$ cat config.mk
export PLATFORM = sky130hd
export DESIGN_NAME = rate_monotonic_scheduler_top
export DESIGN_NICKNAME = d
export VERILOG_FILES = /design/src/hdl/rms_pkg.sv /design/src/hdl/rms_cell.sv /design/src/hdl/rms_ctrl.sv /design/src/hdl/rate_monotonic_scheduler_top.sv
export SDC_FILE = /design/constraint.sdc
export NUM_CORES = 2
export LEC_CHECK = 0
export BUFFER_PORTS_ARGS = -buffer_cell sky130_fd_sc_hd__buf_4
export CAP_MARGIN = 25
export CORE_MARGIN = 2
export CORE_UTILIZATION = 31
export CTS_CLUSTER_DIAMETER = 100
export CTS_CLUSTER_SIZE = 30
export DETAILED_ROUTE_END_ITERATION = 7
export HOLD_SLACK_MARGIN = 0.08
export PLACE_DENSITY = 0.56
export SLEW_MARGIN = 10
export SYNTH_ARGS = -nofsm -noshare
export SYNTH_HDL_FRONTEND = slang
export SYNTH_SLANG_ARGS = --single-unit
$ cat constraint.sdc
create_clock -name aclk -period 3.7 [get_ports aclk]
set_input_delay 0.555 -clock aclk [delete_from_list [all_inputs] [get_ports aclk]]
set_output_delay 0.555 -clock aclk [all_outputs]
set_load 0.1 [all_outputs]
$ cat src/hdl/rms_pkg.sv
// ----------------------------------------------------------------------------
// rms_pkg
// Shared types and codes for the rate-monotonic scheduler.
// ----------------------------------------------------------------------------
package rms_pkg;

    localparam int TASK_IDX_W = 4;
    localparam int TIME_W     = 16;
    localparam int CFG_W      = 5;

    localparam logic CMD_LOAD = 1'b0;
    localparam logic CMD_TICK = 1'b1;

    typedef enum logic [1:0] {
        ST_IDLE,
        ST_RELEASE,
        ST_SCAN,
        ST_UPDATE
    } state_t;

    typedef struct packed {
        logic load_en;
        logic release_en;
        logic update_en;
        logic found;
    } ctrl_t;

    typedef struct packed {
        logic [TIME_W-1:0]     period;
        logic [TIME_W-1:0]     exec;
        logic [TASK_IDX_W-1:0] idx;
    } load_t;

endpackage

$ cat src/hdl/rms_cell.sv
// ----------------------------------------------------------------------------
// rms_cell
// One task entry: table, remaining work, countdown, and one hop of the
// shortest-period search chain.
// ----------------------------------------------------------------------------
module rms_cell
    import rms_pkg::*;
#(
    parameter int NUM_TASKS = 16,
    parameter int IDX       = 0,
    parameter int IW        = 4,
    parameter int CW        = 5
) (
    input  logic              aclk,
    input  logic              aresetn,
    input  logic [CW-1:0]     count,
    input  ctrl_t             ctrl,
    input  load_t             load,
    input  logic [IW-1:0]     pick_idx,
    input  logic              in_found,
    input  logic [TIME_W-1:0] in_period,
    input  logic [IW-1:0]     in_idx,
    output logic              out_found,
    output logic [TIME_W-1:0] out_period,
    output logic [IW-1:0]     out_idx
);

    logic [TIME_W-1:0] exec_reg,   exec_next;
    logic [TIME_W-1:0] period_reg, period_next;
    logic [TIME_W-1:0] work_reg,   work_next;
    logic [TIME_W-1:0] cd_reg,     cd_next;
    logic              found_reg;
    logic [TIME_W-1:0] cperiod_reg;
    logic [IW-1:0]     cidx_reg;
    logic              active;
    logic              match;
    logic              mine;

    assign active = (32'(count) > IDX);
    assign match  = (32'(load.idx) == IDX);
    assign mine   = active && (work_reg != '0) && (!in_found || (period_reg < in_period));

    always_comb begin
        exec_next   = exec_reg;
        period_next = period_reg;
        work_next   = work_reg;
        cd_next     = cd_reg;
        if (ctrl.load_en && match) begin
            exec_next   = load.exec;
            period_next = load.period;
        end
        if (ctrl.release_en && active && (cd_reg == '0)) begin
            work_next = exec_reg;
            cd_next   = period_reg;
        end
        if (ctrl.update_en && active) begin
            if (ctrl.found && (32'(pick_idx) == IDX)) begin
                work_next = work_reg - 1'b1;
            end
            if (cd_reg != '0) begin
                cd_next = cd_reg - 1'b1;
            end
        end
    end

    always_ff @(posedge aclk) begin
        if (!aresetn) begin
            exec_reg   <= '0;
            period_reg <= '0;
            work_reg   <= '0;
            cd_reg     <= '0;
            found_reg  <= 1'b0;
        end else begin
            exec_reg   <= exec_next;
            period_reg <= period_next;
            work_reg   <= work_next;
            cd_reg     <= cd_next;
            found_reg  <= mine || in_found;
        end
    end

    always_ff @(posedge aclk) begin
        cperiod_reg <= mine ? period_reg : in_period;
        cidx_reg    <= mine ? IW'(IDX) : in_idx;
    end

    assign out_found  = found_reg;
    assign out_period = cperiod_reg;
    assign out_idx    = cidx_reg;

endmodule

$ cat src/hdl/rms_ctrl.sv
// ----------------------------------------------------------------------------
// rms_ctrl
// Tick sequencer (release, chain scan, update) and the result register.
// ----------------------------------------------------------------------------
module rms_ctrl
    import rms_pkg::*;
#(
    parameter int NUM_TASKS = 16,
    parameter int IW        = 4
) (
    input  logic                  aclk,
    input  logic                  aresetn,
    input  logic                  s_valid,
    input  logic                  s_cmd,
    output logic                  s_ready,
    input  logic                  res_found,
    input  logic [IW-1:0]         res_idx,
    output ctrl_t                 ctrl,
    output logic                  m_valid,
    input  logic                  m_ready,
    output logic                  m_busy,
    output logic [TASK_IDX_W-1:0] m_task
);

    state_t                state_reg, state_next;
    logic [IW-1:0]         cnt_reg, cnt_next;
    logic                  out_valid_reg;
    logic                  out_busy_reg;
    logic [TASK_IDX_W-1:0] out_task_reg;
    logic                  out_free;

    assign out_free = !out_valid_reg || m_ready;

    always_comb begin
        state_next = state_reg;
        case (state_reg)
            ST_IDLE: begin
                if (s_valid && (s_cmd == CMD_TICK)) state_next = ST_RELEASE;
            end
            ST_RELEASE: begin
                state_next = ST_SCAN;
            end
            ST_SCAN: begin
                if (cnt_reg == IW'(NUM_TASKS - 1)) state_next = ST_UPDATE;
            end
            ST_UPDATE: begin
                if (out_free) state_next = ST_IDLE;
            end
            default: begin
                state_next = ST_IDLE;
            end
        endcase
    end

    always_comb begin
        s_ready         = 1'b0;
        ctrl.load_en    = 1'b0;
        ctrl.release_en = 1'b0;
        ctrl.update_en  = 1'b0;
        ctrl.found      = res_found;
        cnt_next        = '0;
        case (state_reg)
            ST_IDLE: begin
                s_ready      = 1'b1;
                ctrl.load_en = s_valid && (s_cmd == CMD_LOAD);
            end
            ST_RELEASE: begin
                ctrl.release_en = 1'b1;
            end
            ST_SCAN: begin
                cnt_next = cnt_reg + 1'b1;
            end
            ST_UPDATE: begin
                ctrl.update_en = out_free;
            end
            default: begin
                s_ready = 1'b0;
            end
        endcase
    end

    always_ff @(posedge aclk) begin
        if (!aresetn) begin
            state_reg     <= ST_IDLE;
            cnt_reg       <= '0;
            out_valid_reg <= 1'b0;
        end else begin
            state_reg <= state_next;
            cnt_reg   <= cnt_next;
            if (ctrl.update_en) begin
                out_valid_reg <= 1'b1;
            end else if (m_ready) begin
                out_valid_reg <= 1'b0;
            end
        end
    end

    always_ff @(posedge aclk) begin
        if (ctrl.update_en) begin
            out_busy_reg <= res_found;
            out_task_reg <= res_found ? TASK_IDX_W'(res_idx) : '0;
        end
    end

    assign m_valid = out_valid_reg;
    assign m_busy  = out_busy_reg;
    assign m_task  = out_task_reg;

endmodule

$ cat src/hdl/rate_monotonic_scheduler_top.sv
// ----------------------------------------------------------------------------
// rate_monotonic_scheduler_top
// A tick word passes a release state, a scan of the search chain and an
// update state that waits until the result register is free; no new word
// is taken until the tick is done, and a load word is taken while idle.
// Synchronous active-low reset clears the task table, all countdowns and
// the active count.
// ----------------------------------------------------------------------------
module rate_monotonic_scheduler_top
    import rms_pkg::*;
#(
    parameter int NUM_TASKS = 16
) (
    input  logic             aclk,
    input  logic             aresetn,
    input  logic             cfg_wen,
    input  logic [CFG_W-1:0] cfg_wdata,  // active_task_count
    input  logic             s_tvalid,
    output logic             s_tready,
    input  logic [39:0]      s_tdata,    // task_index, exec_time, period_value
    input  logic             s_tuser,    // command
    output logic             m_tvalid,
    input  logic             m_tready,
    output logic [7:0]       m_tdata,    // running_task
    output logic             m_tuser     // busy_res
);

    localparam int IW = (NUM_TASKS > 1) ? $clog2(NUM_TASKS) : 1;
    localparam int CW = $clog2(NUM_TASKS + 1);

    logic [CW-1:0]         count_reg;
    ctrl_t                 ctrl;
    load_t                 load;
    logic                  ch_found  [NUM_TASKS+1];
    logic [TIME_W-1:0]     ch_period [NUM_TASKS+1];
    logic [IW-1:0]         ch_idx    [NUM_TASKS+1];
    logic [TASK_IDX_W-1:0] m_task;

    always_ff @(posedge aclk) begin
        if (!aresetn) begin
            count_reg <= '0;
        end else if (cfg_wen) begin
            if (32'(cfg_wdata) > NUM_TASKS) count_reg <= CW'(NUM_TASKS);
            else                            count_reg <= CW'(cfg_wdata);
        end
    end

    assign load.idx    = s_tdata[3:0];
    assign load.exec   = s_tdata[19:4];
    assign load.period = s_tdata[35:20];

    assign ch_found[0]  = 1'b0;
    assign ch_period[0] = '0;
    assign ch_idx[0]    = '0;

    for (genvar g = 0; g < NUM_TASKS; g++) begin : g_cell
        rms_cell #(
            .NUM_TASKS (NUM_TASKS),
            .IDX       (g),
            .IW        (IW),
            .CW        (CW)
        ) u_cell (
            .aclk       (aclk),
            .aresetn    (aresetn),
            .count      (count_reg),
            .ctrl       (ctrl),
            .load       (load),
            .pick_idx   (ch_idx[NUM_TASKS]),
            .in_found   (ch_found[g]),
            .in_period  (ch_period[g]),
            .in_idx     (ch_idx[g]),
            .out_found  (ch_found[g+1]),
            .out_period (ch_period[g+1]),
            .out_idx    (ch_idx[g+1])
        );
    end

    rms_ctrl #(
        .NUM_TASKS (NUM_TASKS),
        .IW        (IW)
    ) u_ctrl (
        .aclk      (aclk),
        .aresetn   (aresetn),
        .s_valid   (s_tvalid),
        .s_cmd     (s_tuser),
        .s_ready   (s_tready),
        .res_found (ch_found[NUM_TASKS]),
        .res_idx   (ch_idx[NUM_TASKS]),
        .ctrl      (ctrl),
        .m_valid   (m_tvalid),
        .m_ready   (m_tready),
        .m_busy    (m_tuser),
        .m_task    (m_task)
    );

    assign m_tdata = {4'b0, m_task};

endmodule

==> reports/qor.csv <==
stage,metric,value,unit
outcome,status,"complete, no violations",
floorplanning,row cnt,164,
clock_network,CTS Sinks,1346,
synthesis,number of synthesized flops with an enable pin,5,
power_and_ir_drop,Pwr Total,29.7,mW
synthesis,Synth Flop Type,dfxtp_1,
setup_path,crit start category,flop,
sta,setup TNS,0,ns
placement,Area after DPL,66000,um2
grt,Total GRT Usage,0.191,
synthesis,asr flop ratio synth,0,
synthesis,Unique masters post-synth,95,
grt,global route overflow,0,
grt,initial antenna violation count,7,
sta,final setup violation count,0,
routing,router iterations before antenna repair,8,
setup_path,"Req. time, crit path",4.32,ns
placement,routability cong.,0.876,
floorplanning,die span in x,452,um
clock_network,clock latency on the worst-skew pair,0.73,ns
final_layout,Final Cell Area,67400,um2
floorplanning,Initial Util,0.312,
clock_network,number of setup buffers added after CTS,0,
final_layout,Final Core Density,0.337,
routing,DRC Markers,0,
routing,WL final,203000,um
clock_network,Post-CTS Resized,0,
routing,vias per cell,5.38,
final_layout,most frequent cells in the layout,"1,417 x nand2_1, 1,340 x dfxtp_1, 995 x a21oi_1, 445 x nor2_1, 352 x inv_1",
clock_network,clk root buf,clkbuf_16,
placement,I/O Buffers,53,
floorplanning,Core ar.,200000,um2
final_layout,layout cells sized above 1,0.0837,
routing,wire per inst,19.9,um
synthesis,"Avg Cell Area, Syn",8.13,um2
final_layout,Layout area overhead,8.22,%
setup_path,crit end category,flop,
grt,vias in the first global route,50800,
setup_path,slowest cell on the critical path,o41ai_1,
setup_path,crit path cell chain,"inv_1, ha_1, nor3b_1, nand3_1, o41ai_1, a31oi_1, o21ai_1, buf_4, mux2_2",
routing,Routed Antenna Nets,0,
power_and_ir_drop,Max IR drop VDD,0.380,mV
grt,first-pass GRT wire length,309000,um
sta,Final Cycle Share,0.897,
final_layout,nets@finish,7840,
hold_path,Worst Hold Class,in -> reg,
clock_network,"Hold-fix buffers, CTS",0,
routing,initial drt markers,4491,
routing,vias post-DR,54800,
synthesis,post-synthesis cell area,62300,um2
floorplanning,Die ar.,205000,um2
sta,"Slew Viols, Final",0,
synthesis,Synth warnings,0,
setup_path,"Arr. time, crit path",3.93,ns
placement,post-DP HPWL,137000,um
final_layout,"most common cell after layout, fill and taps aside",nand2_1,
clock_network,CTS Buf Count,52,
clock_network,H-tree levels,2,
setup_path,critical path type,reg -> reg,
placement,Cells after DPL,10100,
clock_network,CTS tree,done,
power_and_ir_drop,total power per unit cell area,440,nW/um2
synthesis,register bit total from synthesis,1346,
run,# Max-Cap Violations,0,
sta,fmax,301,MHz
sta,final setup skew,0.0379,ns
clock_network,clock transition at the registers of the reported paths,0.12,ns
setup_path,"slowest stage delay, CP",0.74,ns
power_and_ir_drop,Lkg Pwr,24.0,nW
floorplanning,Ports,62,
sta,Least-Margin Pin Slew,1.01,ns
synthesis,Post-Synthesis Cells,7670,
sta,Final min period,3.32,ns
grt,pin count of the biggest net entering global routing,129,
floorplanning,chip height,452,um
setup_path,"Max FO, Critical Path",13,
sta,Hold Fails Final Rpt,0,
synthesis,register area share after synthesis,0.433,
sta,RSZ-0062 raised after global routing,no,
clock_network,CTS max path bufs,3,
sta,Slew Limit Headroom,0.320,
final_layout,final non-filler cell total,10200,
[layer usage]
layer,vias up,wire length (um),global-route usage,share of wire
li1,26800,-,-,-
met1,26300,89500,0.254,0.44
met3,299,11000,0.0200,0.054
met5,-,0,0,0
met4,0,8200,0.0705,0.040
met2,1449,94300,0.318,0.46
[area by class of cell]
cell class	instances	area, um2
Multi-Input combinational cell	5526	32300
Antenna cell	6	15.0
Fill cell	20900	132000
Inverter	353	1330
Clock inverter	12	98.8
Tap cell	2656	3320
Clock buffer	56	1350
Sequential cell	1346	27000
Timing Repair Buffer	246	2040
[kinds of logic (layout without fill, tap and decap cells)]
kind of cell             after synthesis  in the layout  synth area share
flip-flops                          1346           1346             0.433
multiplexers                         237            237            0.0426
AND/OR/NAND/NOR                     2993           2993             0.224
adder cells (fa/ha/maj)              264            264            0.0530
other                                  1             10         0.0000602
buffers and inverters                801            667            0.0500
XOR/XNOR                              43             43           0.00604
AO/OA/AOI/OAI                       1985           1985             0.191
[worst paths after layout]
check / startpoint / endpoint / slack (ns) / cells after the start
worst max-delay path: g_cell[13].u_cell.work_reg[0]$_SDFF_PN0_ / g_cell[13].u_cell.out_period[5]$_DFF_P_ / 0.38 / 9
worst max register to register: g_cell[13].u_cell.work_reg[0]$_SDFF_PN0_ / g_cell[13].u_cell.out_period[5]$_DFF_P_ / 0.38 / 9
worst min-delay path: cfg_wdata[0] / count_reg[0]$_SDFFE_PN0P_ / 0.15 / 3
worst min register to register: g_cell[2].u_cell.out_idx[0]$_SDFF_PP0_ / g_cell[3].u_cell.out_idx[0]$_SDFF_PP1_ / 0.42 / 1
[cells in the mapped netlist, types with 24 or more instances]
library cell  number  area (um2)
and2_1            57         357
a21oi_1          995        4980
ha_1             264        3300
and3_1            57         357
a22oi_1           41         308
a211o_1           24         210
nand3_1          169         846
nor2_1           457        1720
buf_2             33         165
o21ai_0          306        1530
mux2_2           227        2560
inv_1            352        1320
a221oi_1          31         272
nand2_1         1417        5320
nor3b_1           27         203
or3_1             88         551
nor4_1           119         744
clkbuf_1         394        1480
or4_1             66         495
xnor2_1           30         263
nand4_1           41         257
nand2b_1          97         607
a31oi_1          111         694
o211ai_1          52         390
a211oi_1         116         871
nor3_1           244        1220
a21o_1            30         225
or2_2             29         181
dfxtp_1         1341       26800
a311oi_1          76         666
[per-stage QoR]
stage,hold WS (ns),setup WS [ns]
4_1_cts,0.0969,0.374
2_1_floorplan,0.386,0.921
5_1_grt,0.142,0.210
3_5_place_dp,0.399,0.381
6_report,0.146,0.381
3_3_place_gp,0.392,0.454
[critical path, delay by kind of cell, from the launching register on]
kind                       cells  cell delay (ns)
AOI/OAI and AO/OA              3             1.25
buffers and inverters          2             0.43
adders and majority gates      1             0.21
DFF                            1             0.36
muxes                          1             0.36
and+or+nand+nor                2             0.60
[report_power, final]
group / total, mW / switching [mW] / internal, mW
logic: 6.41 / 4.24 / 2.18
registers: 15.8 / 0.630 / 15.1
clock network: 7.48 / 4.81 / 2.68
total: 29.7 / 9.67 / 20.0
No activity file was read; power rests on OpenSTA's default activity.
